File: config.mk
export PLATFORM = sky130hd
export DESIGN_NAME = alin_div
export DESIGN_NICKNAME = d
export VERILOG_FILES = /design/src/sv/alin_pkg.sv /design/src/sv/alin_div.sv
export SDC_FILE = /design/constraint.sdc
export NUM_CORES = 1
export LEC_CHECK = 0
export ABC_AREA = 1
export BUFFER_PORTS_ARGS = -buffer_cell sky130_fd_sc_hd__buf_4
export CAP_MARGIN = 20
export CORE_MARGIN = 2
export CORE_UTILIZATION = 50
export DETAILED_ROUTE_END_ITERATION = 10
export PLACE_DENSITY_LB_ADDON = 0.15
export SLEW_MARGIN = 30
export SYNTH_ARGS = -nofsm -noshare
export SYNTH_HDL_FRONTEND = slang
export SYNTH_SLANG_ARGS = --single-unit
File: constraint.sdc
create_clock -name clk -period 3.2 [get_ports clk]
set_clock_uncertainty 0.2 [all_clocks]
set_input_delay 0.64 -clock clk [delete_from_list [all_inputs] [get_ports clk]]
set_output_delay 0.64 -clock clk [all_outputs]
set_load 0.005 [all_outputs]
File: src/sv/alin_pkg.sv
// ----------------------------------------------------------------------------
// alin_pkg: shared types and constants for the ADC table linearizer
// Holds field widths, request and status codes, the pin map and the
// status structure of the iterative divider.
// ----------------------------------------------------------------------------
package alin_pkg;

  localparam int IDX_W  = 8;
  localparam int VAL_W  = 12;
  localparam int PIN_W  = 8;
  localparam int OUT_W  = 12;
  localparam int STAT_W = 2;

  typedef logic [STAT_W-1:0] status_t;

  localparam logic    REQ_WRITE   = 1'b0;
  localparam logic    REQ_CONVERT = 1'b1;

  localparam status_t ST_OK      = 2'd0;
  localparam status_t ST_BAD_PIN = 2'd1;
  localparam status_t ST_NO_BIN  = 2'd2;
  localparam status_t ST_UNUSED  = 2'd3;

  typedef struct packed {
    logic hit;
    logic tbl;
  } pin_map_t;

  typedef struct packed {
    logic busy;
    logic done;
  } div_sts_t;

  function automatic pin_map_t pin_lookup(input logic [PIN_W-1:0] pin);
    pin_map_t m;
    m.hit = 1'b0;
    m.tbl = 1'b0;
    if (pin >= 8'd32 && pin <= 8'd39) begin
      m.hit = 1'b1;
    end else if (pin == 8'd0 || pin == 8'd2 || pin == 8'd4 ||
                 (pin >= 8'd12 && pin <= 8'd15) ||
                 (pin >= 8'd25 && pin <= 8'd27)) begin
      m.hit = 1'b1;
      m.tbl = 1'b1;
    end
    return m;
  endfunction

endpackage

File: src/sv/alin_div.sv
// ----------------------------------------------------------------------------
// alin_div: iterative restoring divider
// Produces one quotient bit per cycle with a single shared subtractor and
// raises done for one cycle when the quotient is complete.
// ----------------------------------------------------------------------------
module alin_div
  import alin_pkg::*;
#(
  parameter int NW = 48,
  parameter int DW = 21
) (
  input  logic          clk,
  input  logic          rst_n,
  input  logic          start,
  input  logic [NW-1:0] num,
  input  logic [DW-1:0] den,
  output logic [NW-1:0] quo,
  output div_sts_t      sts
);

  localparam int CW = $clog2(NW + 1);

  logic [DW-1:0] rem_r, rem_nxt;
  logic [NW-1:0] quo_r, quo_nxt;
  logic [DW-1:0] den_r;
  logic [CW-1:0] cnt_r;
  logic          busy_r, done_r;
  logic [DW:0]   trial;
  logic          ge;

  always_comb begin
    trial   = {rem_r, quo_r[NW-1]};
    ge      = trial >= {1'b0, den_r};
    rem_nxt = ge ? DW'(trial - {1'b0, den_r}) : trial[DW-1:0];
    quo_nxt = {quo_r[NW-2:0], ge};
  end

  always_ff @(posedge clk) begin
    if (!rst_n) begin
      busy_r <= 1'b0;
      done_r <= 1'b0;
      cnt_r  <= '0;
    end else begin
      done_r <= 1'b0;
      if (start) begin
        busy_r <= 1'b1;
        cnt_r  <= CW'(NW);
        rem_r  <= '0;
        quo_r  <= num;
        den_r  <= den;
      end else if (busy_r) begin
        rem_r <= rem_nxt;
        quo_r <= quo_nxt;
        cnt_r <= cnt_r - 1'b1;
        if (cnt_r == CW'(1)) begin
          busy_r <= 1'b0;
          done_r <= 1'b1;
        end
      end
    end
  end

  assign quo      = quo_r;
  assign sts.busy = busy_r;
  assign sts.done = done_r;

endmodule

==> out/results.txt, run 1 <==
The critical path goes through inv_1, ha_1, inv_1, fa_1, nand2_1, nand3_2, nand2_1, nand2_2, nand2_4, nand2_8, nand2_1, nand2_1, nand2_1, inv_1. The share of the Yosys chip area taken by registers is 50.8%. The number of ports placed on the die boundary was 122; the critical-path maximum fanout was 27. Prevailing post-synth register cell: sky130_fd_sc_hd__edfxtp_1. The synthesized design devotes to its leading area cell type 47.9% of total area. Dominant delay contributor by cell family on the critical path: simple AND/OR/NAND/NOR gates. Relative to the synthesized area, the layout overhead comes to 23.1%. Setup violations remaining at the end of the flow were counted as 0. The final-report max-slew violation count was 0. In this run, post-CTS repair resized a total of 0 instances.

Total routing resource utilization after global routing: 22.5%. Headroom to the max-slew limit came out at 62.1%. Averaged over all synthesized cells, the footprint is 8.13 um2. At the end of the flow, the number of nets in the layout was 908. The run finished with clean final reports.

The tools report the clock root buffer master as sky130_fd_sc_hd__clkbuf_16. The minimum setup slack among reg-to-reg paths is 0.64 ns. For the number of DRC markers in iteration 0, the log shows 250. The endpoint of the worst register-to-register path is rem_r[17].

Clock tree synthesis found a total of 98 sinks. The via count of the first global-routing pass was 4,604; the number of port buffers was 121. The fraction of the cycle the final worst path needs came out at 80.1%.

Class of the tightest hold or removal check: in -> reg. The fraction of registers with async set/reset works out to 0%. For this run, design rule violations remaining after detail routing come to 0.

Combinational logic burns 28.5% of the power. For the final routed database, the setup TNS stands at 0 ns. The floorplan die height is 110 um, and the switching power of the nets is 0.00118 W.

Routability-driven placement finished with a final weighted congestion of 0.934. The depth of the worst hold-timing path is 1. The run gives 0 as the diode insertion count for antenna repair.

The number of flops mapped to enable cells by yosys works out to 90. The first global-routing pass estimated 21,200 um of wire. The remaining number of nets flagged by the antenna check after routing is 0. The critical setup path kind is reg -> reg. Register bit count reported by yosys: 98. The number of antenna violations at the first check in global routing is 0, and the internal cell power is 0.00254 W. The total number of vias is 4,725, and the per-cell via count in the routed design is 4.94. The tools report the mapped cell area as 5640 um2.

Slowest library cell on the worst path: sky130_fd_sc_hd__fa_1. In this run the core area contains 38 standard-cell rows. In this run, CTS created clock tree buffers numbering 9.

After synthesis, the cell types taking the most area are sky130_fd_sc_hd__edfxtp_1 48%, sky130_fd_sc_hd__nand2_1 20%, sky130_fd_sc_hd__inv_1 6.1%, sky130_fd_sc_hd__ha_1 5.1%, sky130_fd_sc_hd__nor2_1 3.4%. For the final wirelength, the log shows 13,000 um. Data on the critical path arrives at its endpoint at 2.47 ns. STA classifies the critical path endpoint as a register. The critical path contains buffers and inverters numbering 3 combined. Clock-pin slew was measured on the worst setup and hold paths at 0.07 ns. After clock tree synthesis, the setup repair step added 0 buffers. The tools report the total number of H-tree levels as 3. Derived from the worst setup path, the maximum achievable clock frequency is 390 MHz. The delay of the slowest critical-path stage is 0.45 ns, and the post-layout utilization of the core is 63.5%. The worst hold path terminates at den_r[1]. Kind of start point of the critical path: a register. The number of cells traversed by the worst register-to-register path is 14. The shortest period the worst path allows works out to 2.56 ns. Cell type with the highest aggregate area in the netlist: sky130_fd_sc_hd__edfxtp_1. The routed wirelength normalized by instance count was 13.5 um; the hold violation total from the final report was 0. Max-cap violations in this run came to 0.

The maximum ir drop on the vdd rail came out at 288 uV. Setup repair after global routing left no endpoint under its margin. The logs give 70 for the maximum number of pins on one net before global-route repair and 0 for the cts-stage hold buffer count.

The fraction of power spent switching nets is 31.7%, and the total of warnings raised by yosys is 0. The placeable core area was 10,900 um2. Cells with a size suffix above 1 make up 21.4% of the layout.

At the worst endpoint, the required time is 3.10 ns. The total overflow left after global routing is 0. By instance count, the cell type seen most on the critical path is sky130_fd_sc_hd__nand2_1. The clock reaches the later pin of the worst-skew pair after 0.34 ns.

The run gives 790 as the net count after synthesis. For the placed wire-length estimate, the log shows 9530 um. Cell area power density: 535 nW/um2.

Die width: 110 um. The startpoint of the worst hold path was den[1]. Number of search-and-repair iterations in the first detailed-routing pass: 4.

The launching point of the worst reg2reg path was quo[47]. The synthesized instance count came out at 694. Yosys mapped the design onto 38 distinct sky130hd cell types. Fraction of power consumed by sequential logic: 44.1%. The static leakage power is 3.50 nW, and the slew at the pin closest to its max-slew limit is 0.568 ns. The clock network accounts for 27.4% of the total power.

Starting utilization of the core area: 51.6%. TritonCTS built the clock tree. The die covers 12,100 um2.

Counting along the longest clock path gives a buffer depth of 2.
[sequential cells by signal (all words and copies together), names as in the netlist]
register,count
den_r,21
busy_r,1
quo,48
cnt_r,6
done_r,1
rem_r,21
[cell type report]
type	count	area, um2
fillers	987	3990
clock inverters	2	15.0
flip-flops and latches	98	2860
well taps	140	175
inverters	99	374
clock buffers	14	254
repair buffers	125	963
multi-input cells	479	2300
[logic make-up (layout without fill, tap and decap cells)]
family | count (synthesis) | in the layout | share of synthesized area, %
AND/OR/NAND/NOR | 410 | 410 | 30.4
flip-flops | 98 | 98 | 50.8
adder cells (fa/ha/maj) | 24 | 24 | 5.46
buffers and inverters | 117 | 240 | 8.54
XOR/XNOR | 10 | 10 | 1.55
AO/OA/AOI/OAI | 35 | 35 | 3.33
[per-layer routing]
metal / vias up / global-route usage (%) / part of all wire (%)
met3: 14 / 6.35 / 8.2
met4: 0 / 7.68 / 1.2
li1: 2413 / - / -
met5: - / 0 / 0
met2: 140 / 36.2 / 47
met1: 2158 / 29.3 / 43
[how the worst max path moves through the flow]
stage / endpoint / cells after the start / startpoint
finish: rem_r[17] / 14 / quo[47]
global route: rem_r[1] / 13 / quo[47]
CTS: rem_r[17] / 14 / quo[47]
detailed placement: rem_r[17] / 14 / quo[47]
global placement: rem_r[17] / 14 / quo[47]
floorplan: quo[0] / 4 / start
[power groups by stage]
| stage | Combinational [W] | Sequential (W) | Clock, W |
|---|---|---|---|
| after floorplan | 0.000743 | 0.00165 | 0 |
| after global placement | 0.00103 | 0.00166 | 0 |
| after detailed placement | 0.00106 | 0.00166 | 0 |
| after CTS | 0.00106 | 0.00164 | 0.00103 |
| after global routing | 0.00120 | 0.00165 | 0.00109 |
| final | 0.00106 | 0.00164 | 0.00102 |
[worst register-to-register path: stages (launching register included)]
cell,delay [ns]
sky130_fd_sc_hd__edfxtp_1,0.41
sky130_fd_sc_hd__inv_1,0.08
sky130_fd_sc_hd__ha_1,0.14
sky130_fd_sc_hd__inv_1,0.08
sky130_fd_sc_hd__fa_1,0.45
sky130_fd_sc_hd__nand2_1,0.12
sky130_fd_sc_hd__nand3_2,0.08
sky130_fd_sc_hd__nand2_1,0.11
sky130_fd_sc_hd__nand2_2,0.08
sky130_fd_sc_hd__nand2_4,0.09
sky130_fd_sc_hd__nand2_8,0.14
sky130_fd_sc_hd__nand2_1,0.17
sky130_fd_sc_hd__nand2_1,0.08
sky130_fd_sc_hd__nand2_1,0.06
sky130_fd_sc_hd__inv_1,0.04
[layout by cell type, fill, tap and decap left out, drive strengths merged]
cell type / count
ha: 23
clkinvlp: 2
nand3b: 4
fa: 1
nor2: 65
xor2: 9
edfxtp: 90
a21oi: 14
nor3: 5
o21bai: 1
nor3b: 2
xnor2: 1
a31oi: 1
buf: 125
or2: 2
o21ai: 17
and3: 1
a211oi: 1
clkbuf: 14
o21a: 1
nand4: 2
nand2: 306
inv: 99
nand3: 23
dfxtp: 8
[Yosys cell counts, types with 2 or more instances]
library cell and instances:
sky130_fd_sc_hd__nand3_1 19, sky130_fd_sc_hd__nand3_2 4, sky130_fd_sc_hd__xor2_1 9, sky130_fd_sc_hd__or2_2 2, sky130_fd_sc_hd__inv_1 92, sky130_fd_sc_hd__buf_4 2
sky130_fd_sc_hd__nand4_1 2, sky130_fd_sc_hd__buf_8 2, sky130_fd_sc_hd__nor3_1 4, sky130_fd_sc_hd__clkbuf_1 11, sky130_fd_sc_hd__o21ai_0 3, sky130_fd_sc_hd__edfxtp_1 90
sky130_fd_sc_hd__dfxtp_1 8, sky130_fd_sc_hd__a21oi_1 13, sky130_fd_sc_hd__nor2_2 13, sky130_fd_sc_hd__ha_1 23, sky130_fd_sc_hd__o21ai_1 14, sky130_fd_sc_hd__nor3b_1 2
sky130_fd_sc_hd__nor2_1 51, sky130_fd_sc_hd__nand2_2 6, sky130_fd_sc_hd__nand3b_1 4, sky130_fd_sc_hd__nand2_1 298, sky130_fd_sc_hd__buf_2 2, sky130_fd_sc_hd__inv_2 6
[per-stage QoR]
step | area (um2) | worst slack (ns) | std cells | hold WS, ns | power [W]
CTS | 6940 | 0.641 | 957 | 0.267 | 0.00373
finish | 6940 | 0.637 | 957 | 0.274 | 0.00371
floorplan | 5640 | 0.497 | 694 | 0.276 | 0.00239
detailed placement | 6670 | 0.653 | 941 | 0.300 | 0.00271
global placement | 6670 | 0.764 | 941 | 0.290 | 0.00269
global route | 6940 | 0.468 | 957 | 0.260 | 0.00394
(Power assumes the default switching activity.)
==> inputs of run 2 (changes only) <==
--- a/config.mk
+++ b/config.mk
@@ -5,11 +5,11 @@
 export SDC_FILE = /design/constraint.sdc
 export NUM_CORES = 1
 export LEC_CHECK = 0
-export ABC_AREA = 1
+export ABC_AREA = 0
 export BUFFER_PORTS_ARGS = -buffer_cell sky130_fd_sc_hd__buf_4
 export CAP_MARGIN = 20
 export CORE_MARGIN = 2
-export CORE_UTILIZATION = 50
+export CORE_UTILIZATION = 49
 export DETAILED_ROUTE_END_ITERATION = 10
 export PLACE_DENSITY_LB_ADDON = 0.15
 export SLEW_MARGIN = 30
==> constraint.sdc (replaced) <==
create_clock -name clk -period 2.3 [get_ports clk]
set_clock_uncertainty 0.2 [all_clocks]
set_input_delay 0.46 -clock clk [delete_from_list [all_inputs] [get_ports clk]]
set_output_delay 0.46 -clock clk [all_outputs]
set_load 0.005 [all_outputs]
==> run 2 against run 1 <==
Net effect:
- total power is 31% higher
- via count is 15% lower
- sequential share of layout area is 1.4 points lower
- the flow now finishes with violations (negative setup slack)
- utilization is 5.9 points higher
- worst setup slack worse by 1.2 ns
- final cell count is 21% lower
- first-iteration DRC count is 47% lower
- combinational power is 36% higher
- critical path depth is 3 lower
- sequential cell count stayed put
==> out/results.txt, run 2 <==
The run finished, with violations left. The checks that failed: negative setup slack. The placed wire-length estimate is 8910 um (-6.5%), and the per-cell via count in the routed design is 5.31 (+7.5%).

Most frequent cell after synthesis: sky130_fd_sc_hd__edfxtp_1. Die width: 107 um (-2.5%). The tightest min-delay check is of the in -> reg type.

Clock root buffer master: sky130_fd_sc_hd__clkbuf_8. The delay of the slowest critical-path stage was 0.41 ns (-0.04 ns). The shortest period the worst path allows was 2.84 ns (+0.276 ns); the sum of negative setup slack was -9.20 ns (-9.20 ns). For the relative slew slack, the log shows 63.3% (+1.2 points). The run gives 11,500 um2 (-4.9%) as the area enclosed by the die boundary.

Total routing resource utilization after global routing: 22.6% (+0.072 points). The minimum setup slack among reg-to-reg paths was -0.54 ns (-1.18 ns). The tools report the TritonCTS sink count as 98 (unchanged). The floorplan die height was 107 um (-2.5%).

In the synthesized netlist, the cells that appear most often are 90 x sky130_fd_sc_hd__edfxtp_1, 48 x sky130_fd_sc_hd__mux2_2, 32 x sky130_fd_sc_hd__inv_1. The number of antenna violations at the first check in global routing is 0 (unchanged), and the routed wirelength normalized by instance count is 16.5 um (+22%). The maximum number of pins on one net before global-route repair came out at 50 (-29%). The startpoint of the worst hold path is den[11].

The run gives 0.888 (-5.0%) as the weighted congestion at the end of routability-driven global placement. The top cell types in the final layout, fill and taps aside, are 197 x sky130_fd_sc_hd__buf_4, 90 x sky130_fd_sc_hd__edfxtp_1, 48 x sky130_fd_sc_hd__mux2_2, 30 x sky130_fd_sc_hd__inv_1, 23 x sky130_fd_sc_hd__a21oi_1. The final-report max-slew violation count was 0 (unchanged); the required time at the endpoint of the critical path was 2.23 ns (-0.87 ns).

The mapped cell area was 5240 um2 (-7.0%); the ratio of cells with drive above 1 in the final layout was 47.7% (+26 points). The maximum achievable frequency came out at 352 MHz (-9.7%). Flip-flop count of the largest register after layout: 48 (unchanged).

The total grt overflow is 0 (unchanged). TritonCTS built the clock tree. The cell type with the highest aggregate area in the netlist is sky130_fd_sc_hd__edfxtp_1.

The most critical setup path has its endpoint at rem_r[12]. For the final-report setup violation count, the log shows 22 (+22). Maximum clock insertion buffer count: 2 (unchanged). The tools report the worst setup path startpoint as quo[47]. The maximum ir drop on the vdd rail is 474 uV (+64%). The number of search-and-repair iterations in the first detailed-routing pass came out at 4 (unchanged). The count of maximum capacitance violations was 0 (unchanged); the fraction of registers with async set/reset was 0% (unchanged). Number of placed instances, taps included: 732 (-22%). Insertion delay of the later-clocked pin in the worst-skew pair: 0.37 ns (+0.03 ns). The cell area power density was 677 nW/um2 (+27%); the distinct cell type count of the synthesized netlist was 55 (+45%). The logs give 50.6% (-1.0 points) for the starting utilization of the core area and 54.6% (+3.8 points) for the proportion of synthesized chip area in sequential cells. The net count after synthesis is 515 (-35%). The startpoint identified for the worst register-to-register timing path is quo[47]. The number of cells traversed by the worst register-to-register path came out at 11 (-3).

The final wirelength was 12,500 um (-3.8%). Cts-stage hold buffer count: 0 (unchanged). From synthesis to final layout, the design area changed by 37.2%.

The critical setup path kind is reg -> reg. The total of warnings raised by yosys came out at 0 (unchanged). The diode insertion count for antenna repair came out at 0 (unchanged). The critical-path maximum fanout came out at 3 (-89%).

The endpoint identified for the worst register-to-register timing path is rem_r[12]. The slew at the pin closest to its max-slew limit was 0.549 ns (-0.0189 ns); the fraction of the cycle the final worst path needs was 123% (+43 points). The number of nets in the final layout is 710 (-22%). For the number of remaining DRC errors, the log shows 0 (unchanged). The total number of vias was 4,007 (-15%).

The signal on the critical path passes through inv_1, ha_2, inv_2, fa_2, a21o_1, a221o_1, a221oi_4, buf_4, xnor2_1, mux2i_1, nor2_1. The run gives 419 (-40%) as the synthesized instance count. Floorplan row count: 37 (-2.6%).

The number of port buffers came out at 121 (unchanged). The run gives 10,400 um2 (-5.2%) as the placeable core area. The total clock buffers created by CTS is 9 (unchanged), and the final setup slack of the worst path is -0.538 ns (-1.18 ns). The arrival time at the worst endpoint was 2.76 ns (+0.29 ns); the area share of the leading cell type in the synthesized netlist was 51.5% (+3.6 points). The synthesized area divided by synthesized cell count works out to 12.5 um2 (+54%). The first-pass GRT wire length was 20,100 um (-4.8%); the clock-pin slew on the worst setup and hold paths was 0.10 ns (+0.03 ns). The final-layout fill cell count was 781 (-21%).

The largest individual stage delay along the critical path comes from the cell sky130_fd_sc_hd__a221o_1. By area the synthesized netlist is led by sky130_fd_sc_hd__edfxtp_1 52%, sky130_fd_sc_hd__mux2_2 10%, sky130_fd_sc_hd__ha_1 5.5%, sky130_fd_sc_hd__dfxtp_1 3.1%, sky130_fd_sc_hd__a21oi_1 2.6%. The logs give 755 (-21%) for the number of standard cells in the layout, taps in and fillers out and 133 (-47%) for the number of DRC markers in iteration 0.

The run gives 3.08 nW (-12%) as the static leakage power. The library cell used most frequently in the layout, excluding fill and tap cells, is sky130_fd_sc_hd__buf_4. The nature of the critical path endpoint was a register. The logs give 0 (unchanged) for the remaining number of nets flagged by the antenna check after routing and 3 (unchanged) for the total number of H-tree levels. The via count of the first global-routing pass was 4,267 (-7.3%); the register bit count reported by yosys was 98 (unchanged). The run gives 0 (unchanged) as the hold violation total from the final report. Among all flip-flop cells after synthesis, the most frequent one is sky130_fd_sc_hd__edfxtp_1. Number of ports placed on the die boundary: 122 (unchanged). Kind of start point of the critical path: a register.

Setup repair after global routing could not meet its margin everywhere. The number of flops mapped to enable cells by yosys came out at 90 (unchanged).
==> run 2: logic make-up (layout without fill, tap and decap cells) <==
group	after synthesis	count (layout)	synth area share [%]
multiplexers	56	56	11.8
adder cells (fa/ha/maj)	24	24	5.87
XOR/XNOR	18	18	3.01
buffers and inverters	52	252	4.56
AND/OR/NAND/NOR	91	91	9.09
AO/OA/AOI/OAI	80	80	11.0
flip-flops	98	98	54.6
==> run 2: worst min path at each step <==
stage / to / cells past startpoint
2_1_floorplan: cnt_r[1] / 2
3_3_place_gp: cnt_r[1] / 2
3_5_place_dp: cnt_r[1] / 2
4_1_cts: den_r[11] / 1
5_1_grt: den_r[14] / 1
6_report: den_r[11] / 1
==> run 2: power breakdown <==
part | internal, W | leakage (nW) | switching, W | total (W)
clock | 0.000616 | 0.109 | 0.000620 | 0.00124
sequential | 0.00212 | 0.925 | 0.0000731 | 0.00219
combinational | 0.000779 | 2.05 | 0.000663 | 0.00144
==> run 2: repair_timing <==
item,in CTS,in global routing
pin swaps,10,17
buffers inserted,5,3
gates resized for setup,9,18
endpoints found under the setup margin,22,22
gates cloned,1,0
==> run 2: layout make-up <==
type	count	area (um2)	share of cell area, %
Tap cell	136	170	2.37
Multi-Input combinational cell	269	2230	31.0
Clock buffer	10	128	1.77
Clock inverter	6	86.3	1.20
Sequential cell	98	2860	39.8
Timing Repair Buffer	204	1590	22.1
Inverter	32	124	1.72
==> run 2: per-layer routing <==
layer	up-vias	global-route usage, %	wire length (um)
met5	-	0	0
met4	0	9.25	185
met3	16	6.72	939
met2	116	37.3	6090
met1	1925	27.7	5260
li1	1950	-	-
==> run 2: per-stage QoR <==
stage	setup WS, ns	total power, W	hold WS, ns	util (%)	cell area [um2]
after floorplan	-0.483	0.00297	0.269	-	5260
after global placement	-0.526	0.00352	0.278	65.7	6820
after detailed placement	-0.560	0.00356	0.292	65.7	6820
after CTS	-0.537	0.00486	0.0355	68.8	7140
after global routing	-0.638	0.00511	0.0335	69.4	7190
final	-0.538	0.00487	0.0532	69.4	7190
==> run 2: worst max-delay path, delay by kind of cell, from the launching register on <==
family | cells | cell delay [ns]
AOI/OAI and AO/OA | 3 | 0.95
adders and majority gates | 2 | 0.51
DFF | 1 | 0.40
buffers and inverters | 3 | 0.28
muxes | 1 | 0.14
xor gates and xnor gates | 1 | 0.06
and+or+nand+nor | 1 | 0.05
